[config.mk]
export PLATFORM = sky130hd
export DESIGN_NAME = spectral_color_classifier_unit
export DESIGN_NICKNAME = d
export VERILOG_FILES = /design/src/design/scc_pkg.sv /design/src/design/scc_pct_div.sv /design/src/design/spectral_color_classifier_unit.sv
export SDC_FILE = /design/constraint.sdc
export NUM_CORES = 2
export LEC_CHECK = 0
export BUFFER_PORTS_ARGS = -buffer_cell sky130_fd_sc_hd__buf_2
export CAP_MARGIN = 20
export CELL_PAD_IN_SITES_DETAIL_PLACEMENT = 1
export CELL_PAD_IN_SITES_GLOBAL_PLACEMENT = 1
export CORE_UTILIZATION = 40
export DETAILED_ROUTE_END_ITERATION = 12
export PLACE_DENSITY_LB_ADDON = 0.1
export SYNTH_ARGS = -nofsm -noshare
export SYNTH_HDL_FRONTEND = slang
export SYNTH_HIERARCHICAL = 1
export SYNTH_SLANG_ARGS = --single-unit
[constraint.sdc]
create_clock -name clk_i -period 72.2 [get_ports clk_i]
set_input_delay 7.22 -clock clk_i [delete_from_list [all_inputs] [get_ports clk_i]]
set_output_delay 7.22 -clock clk_i [all_outputs]
set_load 0.05 [all_outputs]
[src/design/scc_pkg.sv]
// Package for the spectral color classifier: widths, register and color codes,
// reset values, the divide-by-ten constant and the argmax helper.
// Depends on nothing; the top level, the checker and the testbench refer to it.
`default_nettype none

package scc_pkg;

  // Port widths of the input and result fields.
  localparam int unsigned CHAN_W      = 16;
  localparam int unsigned RED_SUM_W   = 17;
  localparam int unsigned GREEN_SUM_W = 17;
  localparam int unsigned BLUE_SUM_W  = 18;
  localparam int unsigned PCT_W       = 7;
  localparam int unsigned TOTAL_MIN_W = 19;

  // Default channel resolution.
  localparam int unsigned CHANNEL_BITS_DEF = 16;

  // Configuration port.
  localparam int unsigned APB_ADDR_W = 4;
  localparam int unsigned APB_DATA_W = 32;

  // Register reset values.
  localparam logic [PCT_W-1:0]       RED_PCT_MIN_RST   = 7'd38;
  localparam logic [PCT_W-1:0]       GREEN_PCT_MIN_RST = 7'd26;
  localparam logic [PCT_W-1:0]       BLUE_PCT_MIN_RST  = 7'd30;
  localparam logic [TOTAL_MIN_W-1:0] TOTAL_MIN_RST     = 19'd2000;

  // floor(p/10) = (p * DIV10_MAGIC) >> DIV10_SHIFT holds exactly for p < 2**21.
  // DIV10_MAGIC is ceil(2**24 / 10).
  localparam int unsigned      DIV10_MAGIC_W = 21;
  localparam int unsigned      DIV10_SHIFT   = 24;
  localparam logic [20:0]      DIV10_MAGIC   = 21'd1677722;

  // Register index, taken from paddr[3:2].
  typedef enum logic [1:0] {
    REG_RED_PCT_MIN   = 2'd0,
    REG_GREEN_PCT_MIN = 2'd1,
    REG_BLUE_PCT_MIN  = 2'd2,
    REG_TOTAL_MIN     = 2'd3
  } reg_idx_e;

  // Decided color.
  typedef enum logic [1:0] {
    HUE_RED   = 2'd0,
    HUE_GREEN = 2'd1,
    HUE_BLUE  = 2'd2
  } color_e;

  // Side information that travels next to the percentage dividers.
  typedef struct packed {
    logic [RED_SUM_W-1:0]   red_sum;
    logic [GREEN_SUM_W-1:0] green_sum;
    logic [BLUE_SUM_W-1:0]  blue_sum;
    logic                   low_total;
  } meta_t;

  // Largest of three values; ties go red, then green, then blue.
  function automatic color_e argmax3(input logic [BLUE_SUM_W-1:0] r,
                                     input logic [BLUE_SUM_W-1:0] g,
                                     input logic [BLUE_SUM_W-1:0] b);
    color_e res;
    if (r >= g && r >= b) begin
      res = HUE_RED;
    end else if (g >= r && g >= b) begin
      res = HUE_GREEN;
    end else begin
      res = HUE_BLUE;
    end
    return res;
  endfunction

endpackage

`default_nettype wire

[src/design/scc_pct_div.sv]
// Pipelined restoring divider for the percentage lanes: one quotient bit per
// register stage, quotient known to fit in QuoW bits. Uses no package items.
`default_nettype none

module scc_pct_div #(
  parameter int unsigned NumW = 26,
  parameter int unsigned DenW = 19,
  parameter int unsigned QuoW = 7
) (
  input  wire logic            clk_i,
  input  wire logic            en_i,
  input  wire logic [NumW-1:0] num_i,
  input  wire logic [DenW-1:0] den_i,
  output      logic [QuoW-1:0] quo_o
);

  // Stage registers; the last stage keeps only its quotient.
  logic [NumW-1:0] rem_q [QuoW-1];
  logic [DenW-1:0] den_q [QuoW-1];
  logic [QuoW-1:0] quo_q [QuoW];

  for (genvar k = 0; k < QuoW; k++) begin : g_stage
    logic [NumW-1:0] rem_in;
    logic [DenW-1:0] den_in;
    logic [QuoW-1:0] quo_in;
    logic [NumW-1:0] trial;
    logic            fits;
    logic [NumW-1:0] rem_d;
    logic [QuoW-1:0] quo_d;

    if (k == 0) begin : g_first
      assign rem_in = num_i;
      assign den_in = den_i;
      assign quo_in = '0;
    end else begin : g_next
      assign rem_in = rem_q[k-1];
      assign den_in = den_q[k-1];
      assign quo_in = quo_q[k-1];
    end

    // Try to take the divisor, shifted to this stage's quotient bit.
    always_comb begin
      trial = NumW'(den_in) << (QuoW - 1 - k);
      fits  = (rem_in >= trial);
      rem_d = fits ? (rem_in - trial) : rem_in;
      quo_d = quo_in;
      quo_d[QuoW-1-k] = fits;
    end

    always_ff @(posedge clk_i) begin
      if (en_i) begin
        quo_q[k] <= quo_d;
      end
    end

    if (k < QuoW - 1) begin : g_carry
      always_ff @(posedge clk_i) begin
        if (en_i) begin
          rem_q[k] <= rem_d;
          den_q[k] <= den_in;
        end
      end
    end
  end

  assign quo_o = quo_q[QuoW-1];

endmodule

`default_nettype wire

[src/design/spectral_color_classifier_unit.sv]
// Spectral color classifier top level: band sums, percentages and decision.
// Depends on scc_pkg and scc_pct_div.
//
// Usage:
//   An input transaction carries six channel counts (chan_*_i) under
//   in_valid_i / in_stall_o; a result transaction carries the decided color,
//   the three band sums and the three percentages under out_valid_o /
//   out_stall_i. A transaction completes on a rising edge where valid is high
//   and stall is low.
//   From input to result, three stages form the sums, the divide by ten and
//   the total, seven stages run the percentage dividers (one quotient bit
//   each), and one stage decides and holds the result. One transaction is
//   accepted every cycle while the receiver does not stall a valid result.
//   When the receiver stalls a valid result, the whole pipeline holds and
//   in_stall_o rises in the same cycle; nothing is dropped or repeated.
//   Reset clears all valid bits and loads the register defaults: red 38,
//   green 26, blue 30 percent and a minimum total of 2000. pready is always
//   high. The user writes registers over the APB port at byte addresses 0, 4,
//   8, 12 while no transaction is in flight; the block does not enforce it.
`default_nettype none

module spectral_color_classifier_unit #(
  parameter int unsigned ChannelBits = scc_pkg::CHANNEL_BITS_DEF
) (
  input  wire logic                                clk_i,
  input  wire logic                                rst_ni,
  // Configuration port.
  input  wire logic                                psel,
  input  wire logic                                penable,
  input  wire logic                                pwrite,
  input  wire logic [scc_pkg::APB_ADDR_W-1:0]      paddr,
  input  wire logic [scc_pkg::APB_DATA_W-1:0]      pwdata,
  output      logic [scc_pkg::APB_DATA_W-1:0]      prdata,
  output      logic                                pready,
  // Input channel.
  input  wire logic                                in_valid_i,
  output      logic                                in_stall_o,
  input  wire logic [scc_pkg::CHAN_W-1:0]          chan_445_i,
  input  wire logic [scc_pkg::CHAN_W-1:0]          chan_480_i,
  input  wire logic [scc_pkg::CHAN_W-1:0]          chan_515_i,
  input  wire logic [scc_pkg::CHAN_W-1:0]          chan_555_i,
  input  wire logic [scc_pkg::CHAN_W-1:0]          chan_630_i,
  input  wire logic [scc_pkg::CHAN_W-1:0]          chan_680_i,
  // Result channel.
  output      logic                                out_valid_o,
  input  wire logic                                out_stall_i,
  output      logic [1:0]                          color_code_o,
  output      logic [scc_pkg::RED_SUM_W-1:0]       red_sum_o,
  output      logic [scc_pkg::GREEN_SUM_W-1:0]     green_sum_o,
  output      logic [scc_pkg::BLUE_SUM_W-1:0]      blue_sum_o,
  output      logic [scc_pkg::PCT_W-1:0]           red_pct_o,
  output      logic [scc_pkg::PCT_W-1:0]           green_pct_o,
  output      logic [scc_pkg::PCT_W-1:0]           blue_pct_o
);

  // Internal widths follow from the channel resolution.
  localparam int unsigned SumW   = ChannelBits + 1;          // pair sum
  localparam int unsigned P13W   = SumW + 4;                 // 13 * pair sum
  localparam int unsigned ProdW  = P13W + scc_pkg::DIV10_MAGIC_W;
  localparam int unsigned BlueW  = SumW + 1;                 // 1.3 * pair sum
  localparam int unsigned TotW   = SumW + 2;                 // below 2.95 * 2**SumW
  localparam int unsigned NumW   = TotW + scc_pkg::PCT_W;    // 100 * total
  localparam int unsigned PctW   = scc_pkg::PCT_W;
  localparam int unsigned Stages = 3 + PctW;                 // stages before output

  // ---------------------------------------------------------------------------
  // Configuration registers.
  logic [PctW-1:0]                 red_min_q, green_min_q, blue_min_q;
  logic [scc_pkg::TOTAL_MIN_W-1:0] total_min_q;
  logic                            cfg_wr;
  scc_pkg::reg_idx_e               cfg_idx;

  assign cfg_wr  = psel & penable & pwrite;
  assign cfg_idx = scc_pkg::reg_idx_e'(paddr[3:2]);
  assign pready  = 1'b1;

  always_ff @(posedge clk_i or negedge rst_ni) begin
    if (!rst_ni) begin
      red_min_q   <= scc_pkg::RED_PCT_MIN_RST;
      green_min_q <= scc_pkg::GREEN_PCT_MIN_RST;
      blue_min_q  <= scc_pkg::BLUE_PCT_MIN_RST;
      total_min_q <= scc_pkg::TOTAL_MIN_RST;
    end else if (cfg_wr) begin
      unique case (cfg_idx)
        scc_pkg::REG_RED_PCT_MIN:   red_min_q   <= pwdata[PctW-1:0];
        scc_pkg::REG_GREEN_PCT_MIN: green_min_q <= pwdata[PctW-1:0];
        scc_pkg::REG_BLUE_PCT_MIN:  blue_min_q  <= pwdata[PctW-1:0];
        scc_pkg::REG_TOTAL_MIN:     total_min_q <= pwdata[scc_pkg::TOTAL_MIN_W-1:0];
      endcase
    end
  end

  // Register read-back.
  always_comb begin
    unique case (cfg_idx)
      scc_pkg::REG_RED_PCT_MIN:   prdata = scc_pkg::APB_DATA_W'(red_min_q);
      scc_pkg::REG_GREEN_PCT_MIN: prdata = scc_pkg::APB_DATA_W'(green_min_q);
      scc_pkg::REG_BLUE_PCT_MIN:  prdata = scc_pkg::APB_DATA_W'(blue_min_q);
      scc_pkg::REG_TOTAL_MIN:     prdata = scc_pkg::APB_DATA_W'(total_min_q);
    endcase
  end

  // ---------------------------------------------------------------------------
  // Pipeline control: every stage moves when the output register can move.
  logic              adv;
  logic [Stages-1:0] vld_q;
  logic              out_valid_q;

  assign adv        = !out_valid_q || !out_stall_i;
  assign in_stall_o = !adv;

  always_ff @(posedge clk_i or negedge rst_ni) begin
    if (!rst_ni) begin
      vld_q       <= '0;
      out_valid_q <= 1'b0;
    end else if (adv) begin
      vld_q       <= {vld_q[Stages-2:0], in_valid_i};
      out_valid_q <= vld_q[Stages-1];
    end
  end

  // ---------------------------------------------------------------------------
  // Stage 1: pair sums and 13 times the red and blue pairs.
  logic [SumW-1:0] sum_b, sum_r;
  logic [P13W-1:0] p13b_q, p13r_q;
  logic [SumW-1:0] grn1_q;

  assign sum_b = SumW'(chan_445_i[ChannelBits-1:0]) + SumW'(chan_480_i[ChannelBits-1:0]);
  assign sum_r = SumW'(chan_630_i[ChannelBits-1:0]) + SumW'(chan_680_i[ChannelBits-1:0]);

  always_ff @(posedge clk_i) begin
    if (adv) begin
      p13b_q <= (P13W'(sum_b) << 3) + (P13W'(sum_b) << 2) + P13W'(sum_b);
      p13r_q <= (P13W'(sum_r) << 3) + (P13W'(sum_r) << 2) + P13W'(sum_r);
      grn1_q <= SumW'(chan_515_i[ChannelBits-1:0]) + SumW'(chan_555_i[ChannelBits-1:0]);
    end
  end

  // Stage 2: divide by ten through the reciprocal; red halves once more.
  logic [ProdW-1:0] prod_b, prod_r;
  logic [BlueW-1:0] blu2_q;
  logic [SumW-1:0]  red2_q, grn2_q;
  logic [SumW-1:0]  grn2_d;

  assign prod_b = ProdW'(p13b_q) * ProdW'(scc_pkg::DIV10_MAGIC);
  assign prod_r = ProdW'(p13r_q) * ProdW'(scc_pkg::DIV10_MAGIC);
  assign grn2_d = grn1_q;

  always_ff @(posedge clk_i) begin
    if (adv) begin
      blu2_q <= BlueW'(prod_b >> scc_pkg::DIV10_SHIFT);
      red2_q <= SumW'(prod_r >> (scc_pkg::DIV10_SHIFT + 1));
      grn2_q <= grn2_d;
    end
  end

  // Stage 3: total, low-light flag and the scaled numerators.
  logic [TotW-1:0]      total;
  logic                 low_total;
  logic [TotW-1:0]      tot3_q;
  logic [NumW-1:0]      num_r_q, num_g_q, num_b_q;
  scc_pkg::meta_t       meta_q [PctW+1];

  assign total     = TotW'(red2_q) + TotW'(grn2_q) + TotW'(blu2_q);
  assign low_total = (scc_pkg::TOTAL_MIN_W'(total) < total_min_q) || (total == '0);

  // Multiply by 100 as 64 + 32 + 4.
  function automatic logic [NumW-1:0] times100(input logic [TotW-1:0] x);
    logic [NumW-1:0] w;
    w = NumW'(x);
    return (w << 6) + (w << 5) + (w << 2);
  endfunction

  always_ff @(posedge clk_i) begin
    if (adv) begin
      tot3_q            <= total;
      num_r_q           <= times100(TotW'(red2_q));
      num_g_q           <= times100(TotW'(grn2_q));
      num_b_q           <= times100(TotW'(blu2_q));
      meta_q[0].red_sum   <= scc_pkg::RED_SUM_W'(red2_q);
      meta_q[0].green_sum <= scc_pkg::GREEN_SUM_W'(grn2_q);
      meta_q[0].blue_sum  <= scc_pkg::BLUE_SUM_W'(blu2_q);
      meta_q[0].low_total <= low_total;
      for (int i = 1; i <= PctW; i++) begin
        meta_q[i] <= meta_q[i-1];
      end
    end
  end

  // ---------------------------------------------------------------------------
  // Percentage dividers, one lane per color.
  logic [PctW-1:0] quo_r, quo_g, quo_b;

  scc_pct_div #(.NumW(NumW), .DenW(TotW), .QuoW(PctW)) u_div_red (
    .clk_i (clk_i), .en_i (adv), .num_i (num_r_q), .den_i (tot3_q), .quo_o (quo_r)
  );

  scc_pct_div #(.NumW(NumW), .DenW(TotW), .QuoW(PctW)) u_div_green (
    .clk_i (clk_i), .en_i (adv), .num_i (num_g_q), .den_i (tot3_q), .quo_o (quo_g)
  );

  scc_pct_div #(.NumW(NumW), .DenW(TotW), .QuoW(PctW)) u_div_blue (
    .clk_i (clk_i), .en_i (adv), .num_i (num_b_q), .den_i (tot3_q), .quo_o (quo_b)
  );

  // ---------------------------------------------------------------------------
  // Decision and output register.
  scc_pkg::meta_t  meta_d;
  logic [PctW-1:0] rp, gp, bp;
  scc_pkg::color_e color_d;

  assign meta_d = meta_q[PctW];
  assign rp     = meta_d.low_total ? '0 : quo_r;
  assign gp     = meta_d.low_total ? '0 : quo_g;
  assign bp     = meta_d.low_total ? '0 : quo_b;

  always_comb begin
    if (meta_d.low_total) begin
      color_d = scc_pkg::argmax3(scc_pkg::BLUE_SUM_W'(meta_d.red_sum),
                                 scc_pkg::BLUE_SUM_W'(meta_d.green_sum),
                                 meta_d.blue_sum);
    end else if (rp >= red_min_q && rp >= gp && rp >= bp) begin
      color_d = scc_pkg::HUE_RED;
    end else if (gp >= green_min_q && gp >= rp && gp >= bp) begin
      color_d = scc_pkg::HUE_GREEN;
    end else if (bp >= blue_min_q && bp >= rp && bp >= gp) begin
      color_d = scc_pkg::HUE_BLUE;
    end else begin
      color_d = scc_pkg::argmax3(scc_pkg::BLUE_SUM_W'(rp), scc_pkg::BLUE_SUM_W'(gp),
                                 scc_pkg::BLUE_SUM_W'(bp));
    end
  end

  scc_pkg::color_e color_q;
  scc_pkg::meta_t  meta_out_q;
  logic [PctW-1:0] rp_q, gp_q, bp_q;

  always_ff @(posedge clk_i) begin
    if (adv) begin
      color_q    <= color_d;
      meta_out_q <= meta_d;
      rp_q       <= rp;
      gp_q       <= gp;
      bp_q       <= bp;
    end
  end

  assign out_valid_o  = out_valid_q;
  assign color_code_o = color_q;
  assign red_sum_o    = meta_out_q.red_sum;
  assign green_sum_o  = meta_out_q.green_sum;
  assign blue_sum_o   = meta_out_q.blue_sum;
  assign red_pct_o    = rp_q;
  assign green_pct_o  = gp_q;
  assign blue_pct_o   = bp_q;

  // The output flag of the low-light path is not a port.
  logic unused_low;
  assign unused_low = meta_out_q.low_total;

endmodule

`default_nettype wire

==> impl_metrics.env <==
export IMPL_crit_path_frequent_cell="buf_2"
export IMPL_postCtsResizedCells=0
export IMPL_synth_top_area_share_pct=47.5
export IMPL_hold_path_class="reg2reg"
export IMPL_detailedPlacementHpwl_um=194000
export IMPL_mostFrequentLayoutCells="edfxtp_1, inv_1, ha_1"
export IMPL_class_of_the_most_critical_setup_path="in2out"
export IMPL_clock_tree_from_tritoncts="yes"
export IMPL_timing_critical_path_arrival_ns=8.43
export IMPL_drt_first_iter_violations=2980
export IMPL_period_minus_slack_ns=15.65
export IMPL_floorplan_core_area_um2=248000
export IMPL_most_common_cell_after_layout_fill_and_taps_aside="edfxtp_1"
export IMPL_r2r_cells=22
export IMPL_count_of_h_tree_levels_built_during_cts=4
export IMPL_skew_ns=0.0389
export IMPL_critical_path_required_ns=64.98
export IMPL_kind_of_cell_with_the_highest_combined_delay_on_the_critical_path="multiplexers"
export IMPL_clock_sinks=1632
export IMPL_cts_buffer_depth=3
export IMPL_synth_ff_type="edfxtp_1"
export IMPL_gp_congestion=0.870
export IMPL_postRouteWirelength_um=243000
export IMPL_syn_area_um2=100000
export IMPL_drt_pre_antenna_iters=5
export IMPL_dieWidth_um=502
export IMPL_final_design_area_no_fill_um2=111000
export IMPL_first_global_vias=66670
export IMPL_synth_warnings=6
export IMPL_post_synth_inst_count=8342
export IMPL_postPlaceCellArea_um2=105000
export IMPL_drc_errors=0
export IMPL_final_cells=12216
export IMPL_async_reset_ff_share_pct=3.13
export IMPL_die_height_um=502
export IMPL_detail_route_antenna_nets=0
export IMPL_slowest_delay_ns=0.66
export IMPL_insertion_delay_ns=0.83
export IMPL_global_route_overflow_total=0
export IMPL_clk_pin_slew_ns=0.06
export IMPL_timing_critical_path_cells="buf_2, mux4_2, buf_2"
export IMPL_critical_path_peak_fanout=11
export IMPL_drive_above_1_share_pct=8.71
export IMPL_grt_pass1_wl_um=380000
export IMPL_floorplan_rows=183
export IMPL_holdPathStages=0
export IMPL_cp_depth=3
export IMPL_synth_enable_flop_cells=1581
export IMPL_numCtsBuffers=179
export IMPL_fin_crit_sh_pct=21.7
export IMPL_synth_seq_cells=1632
export IMPL_slew_headroom_pct=29.8
export IMPL_hold_buffers=0
export IMPL_post_drt_wl_per_cell_um=19.9
export IMPL_synth_cell_type_count=93
export IMPL_grt_setup_unrepaired="no"
export IMPL_floorplan_die_area_um2=252000
export IMPL_clock_fmax_ghz=0.0639
export IMPL_grt_max_degree=174
export IMPL_yosysSeqAreaShare_pct=48.8
export IMPL_cts_repair_timing_setup_buffer_count=0
export IMPL_utilization_pct=44.9
export IMPL_placed_cells_incl_taps=11874
export IMPL_drv_cap=0
export IMPL_critical_path_buf_inv_count=2
export IMPL_critical_path_startpoint_type="input port"
export IMPL_maxSlewViolCount=0
export IMPL_slowest_cell_on_the_critical_path="mux4_2"
export IMPL_numPortBuffers=219
export IMPL_area_growth_pct=11.5
export IMPL_timing_final_setup_violations=0
export IMPL_global_route_usage_total_pct=19.5
export IMPL_ranking_of_synthesized_cells_by_area="edfxtp_1, ha_1, fa_1"
export IMPL_design_final_nets=10360
export IMPL_via_per_inst=5.11
export IMPL_detailroute_via_count=62431
export IMPL_hold_violations=0
export IMPL_run_status="completed"
export IMPL_ioPinCount=249
export IMPL_grt_antenna_before_repair=21
export IMPL_crit_path_end_kind="primary output"
export IMPL_tightest_slew_ns=1.05
export IMPL_post_route_setup_tns_ns=0
export IMPL_floorplan_initialDensity_pct=40.2
export IMPL_synth_top_cell_by_area="edfxtp_1"
export IMPL_cts_root_buffer="clkbuf_16"
export IMPL_post_synth_cell_area_avg_um2=12.0
## cells in the mapped netlist, drive strengths merged (16+ instances only)
library cell     n
o211ai          36
o21bai          41
a31o            23
dfrtp           35
buf             45
nand4b          17
or3             51
xor2           234
nand2          498
nor3           121
a21o           232
fa             403
nand3b          16
o31a            16
mux2            62
nor2           333
nor2b           92
a211oi          78
ha            1091
o31ai           36
nand2b          72
or2             26
and4            17
and3            41
a211o           25
a41oi           17
o21ai          468
o2111ai         17
inv           1211
a2111oi         26
o21a            70
nand3           99
nor4            33
edfxtp        1581
clkbuf          75
a21oi          491
and2            42
a31oi           47
xnor2          267
nand4           62
dfstp           16
## per-layer routing
layer  up-vias  track usage (%)  share of wire, %
li1      30567                -                 -
met1     30796             26.1                47
met2       751             33.0                48
met3       317             2.00               2.5
met4         0             6.28               3.0
met5         -                0                 0
## path summary, 6_finish.rpt
kind	endpoint	slack (ns)	from
hold reg to reg	meta_q[1][159]$_DFFE_PN_	0.40	meta_q[1][106]$_DFFE_PN_
setup reg to reg	red2_q[16]$_DFFE_PN_	65.30	p13r_q[12]$_DFFE_PN_
min in group asynchronous	total_min_q[11]$_DFFE_PN0P_	6.53	rst_ni
hold / removal	meta_q[1][159]$_DFFE_PN_	0.40	meta_q[1][106]$_DFFE_PN_
max in group asynchronous	total_min_q[17]$_DFFE_PN0P_	65.03	rst_ni
setup / recovery	prdata[5]	56.55	paddr[3]
## registers in the layout, indices dropped and copies added (netlist names), 17 cells and up
register	count
meta_q	415
u_div_blue/rem_q	156
u_div_green/rem_q	156
u_div_red/rem_q	156
u_div_blue/den_q	114
u_div_green/den_q	114
u_div_red/den_q	114
u_div_blue/quo_q	28
u_div_green/quo_q	28
u_div_red/quo_q	28
num_b_q	23
num_g_q	22
num_r_q	22
p13b_q	21
p13r_q	21
tot3_q	19
total_min_q	19
blu2_q	18
blue_sum_o	18
green_sum_o	17
grn1_q	17
grn2_q	17
red2_q	17
red_sum_o	17
## kinds of logic (layout without fill, tap and decap cells)
logic type                 after synthesis  in the layout  synth area share [%]
other                                    2             54               0.00751
and+or+nand+nor                       1556           1556                  7.61
AOI/OAI and AO/OA                     1754           1754                  11.5
xor gates and xnor gates               501            501                  4.39
muxes                                   72             72                 0.886
buffers and inverters                 1331           1823                  5.10
DFF                                   1632           1632                  48.8
adders and majority gates             1494           1494                  21.7
## layout make-up
| type | count | area, µm² |
|---|---|---|
| multi-input combinational | 5422 | 46300 |
| tap | 3330 | 4170 |
| clock inverter | 117 | 1270 |
| antenna | 9 | 22.5 |
| timing repair buffer | 281 | 1610 |
| clock buffer | 214 | 4710 |
| fill | 26202 | 137000 |
| inverter | 1211 | 4550 |
| sequential | 1632 | 48800 |
## stage by stage
| step | hold slack [ns] | setup slack (ns) |
|---|---|---|
| after floorplan | 0.400 | 1.66 |
| after global placement | 0.400 | 56.52 |
| after detailed placement | 0.405 | 56.53 |
| after CTS | 0.394 | 56.53 |
| after global routing | 0.403 | 56.52 |
| final | 0.402 | 56.55 |
## worst register-to-register path: cells and delay by family, from the launching register on
kind,cells,cell delay [ns]
buffers and inverters,4,0.23
AND/OR/NAND/NOR,2,0.29
XOR/XNOR,1,0.13
adder cells (fa/ha/maj),8,3.67
AO/OA/AOI/OAI,7,1.81
flip-flops,1,0.57
Power is left out: the tool's default activity adds up to more than one toggle a clock period on the data nets, which glitch-free logic cannot reach.
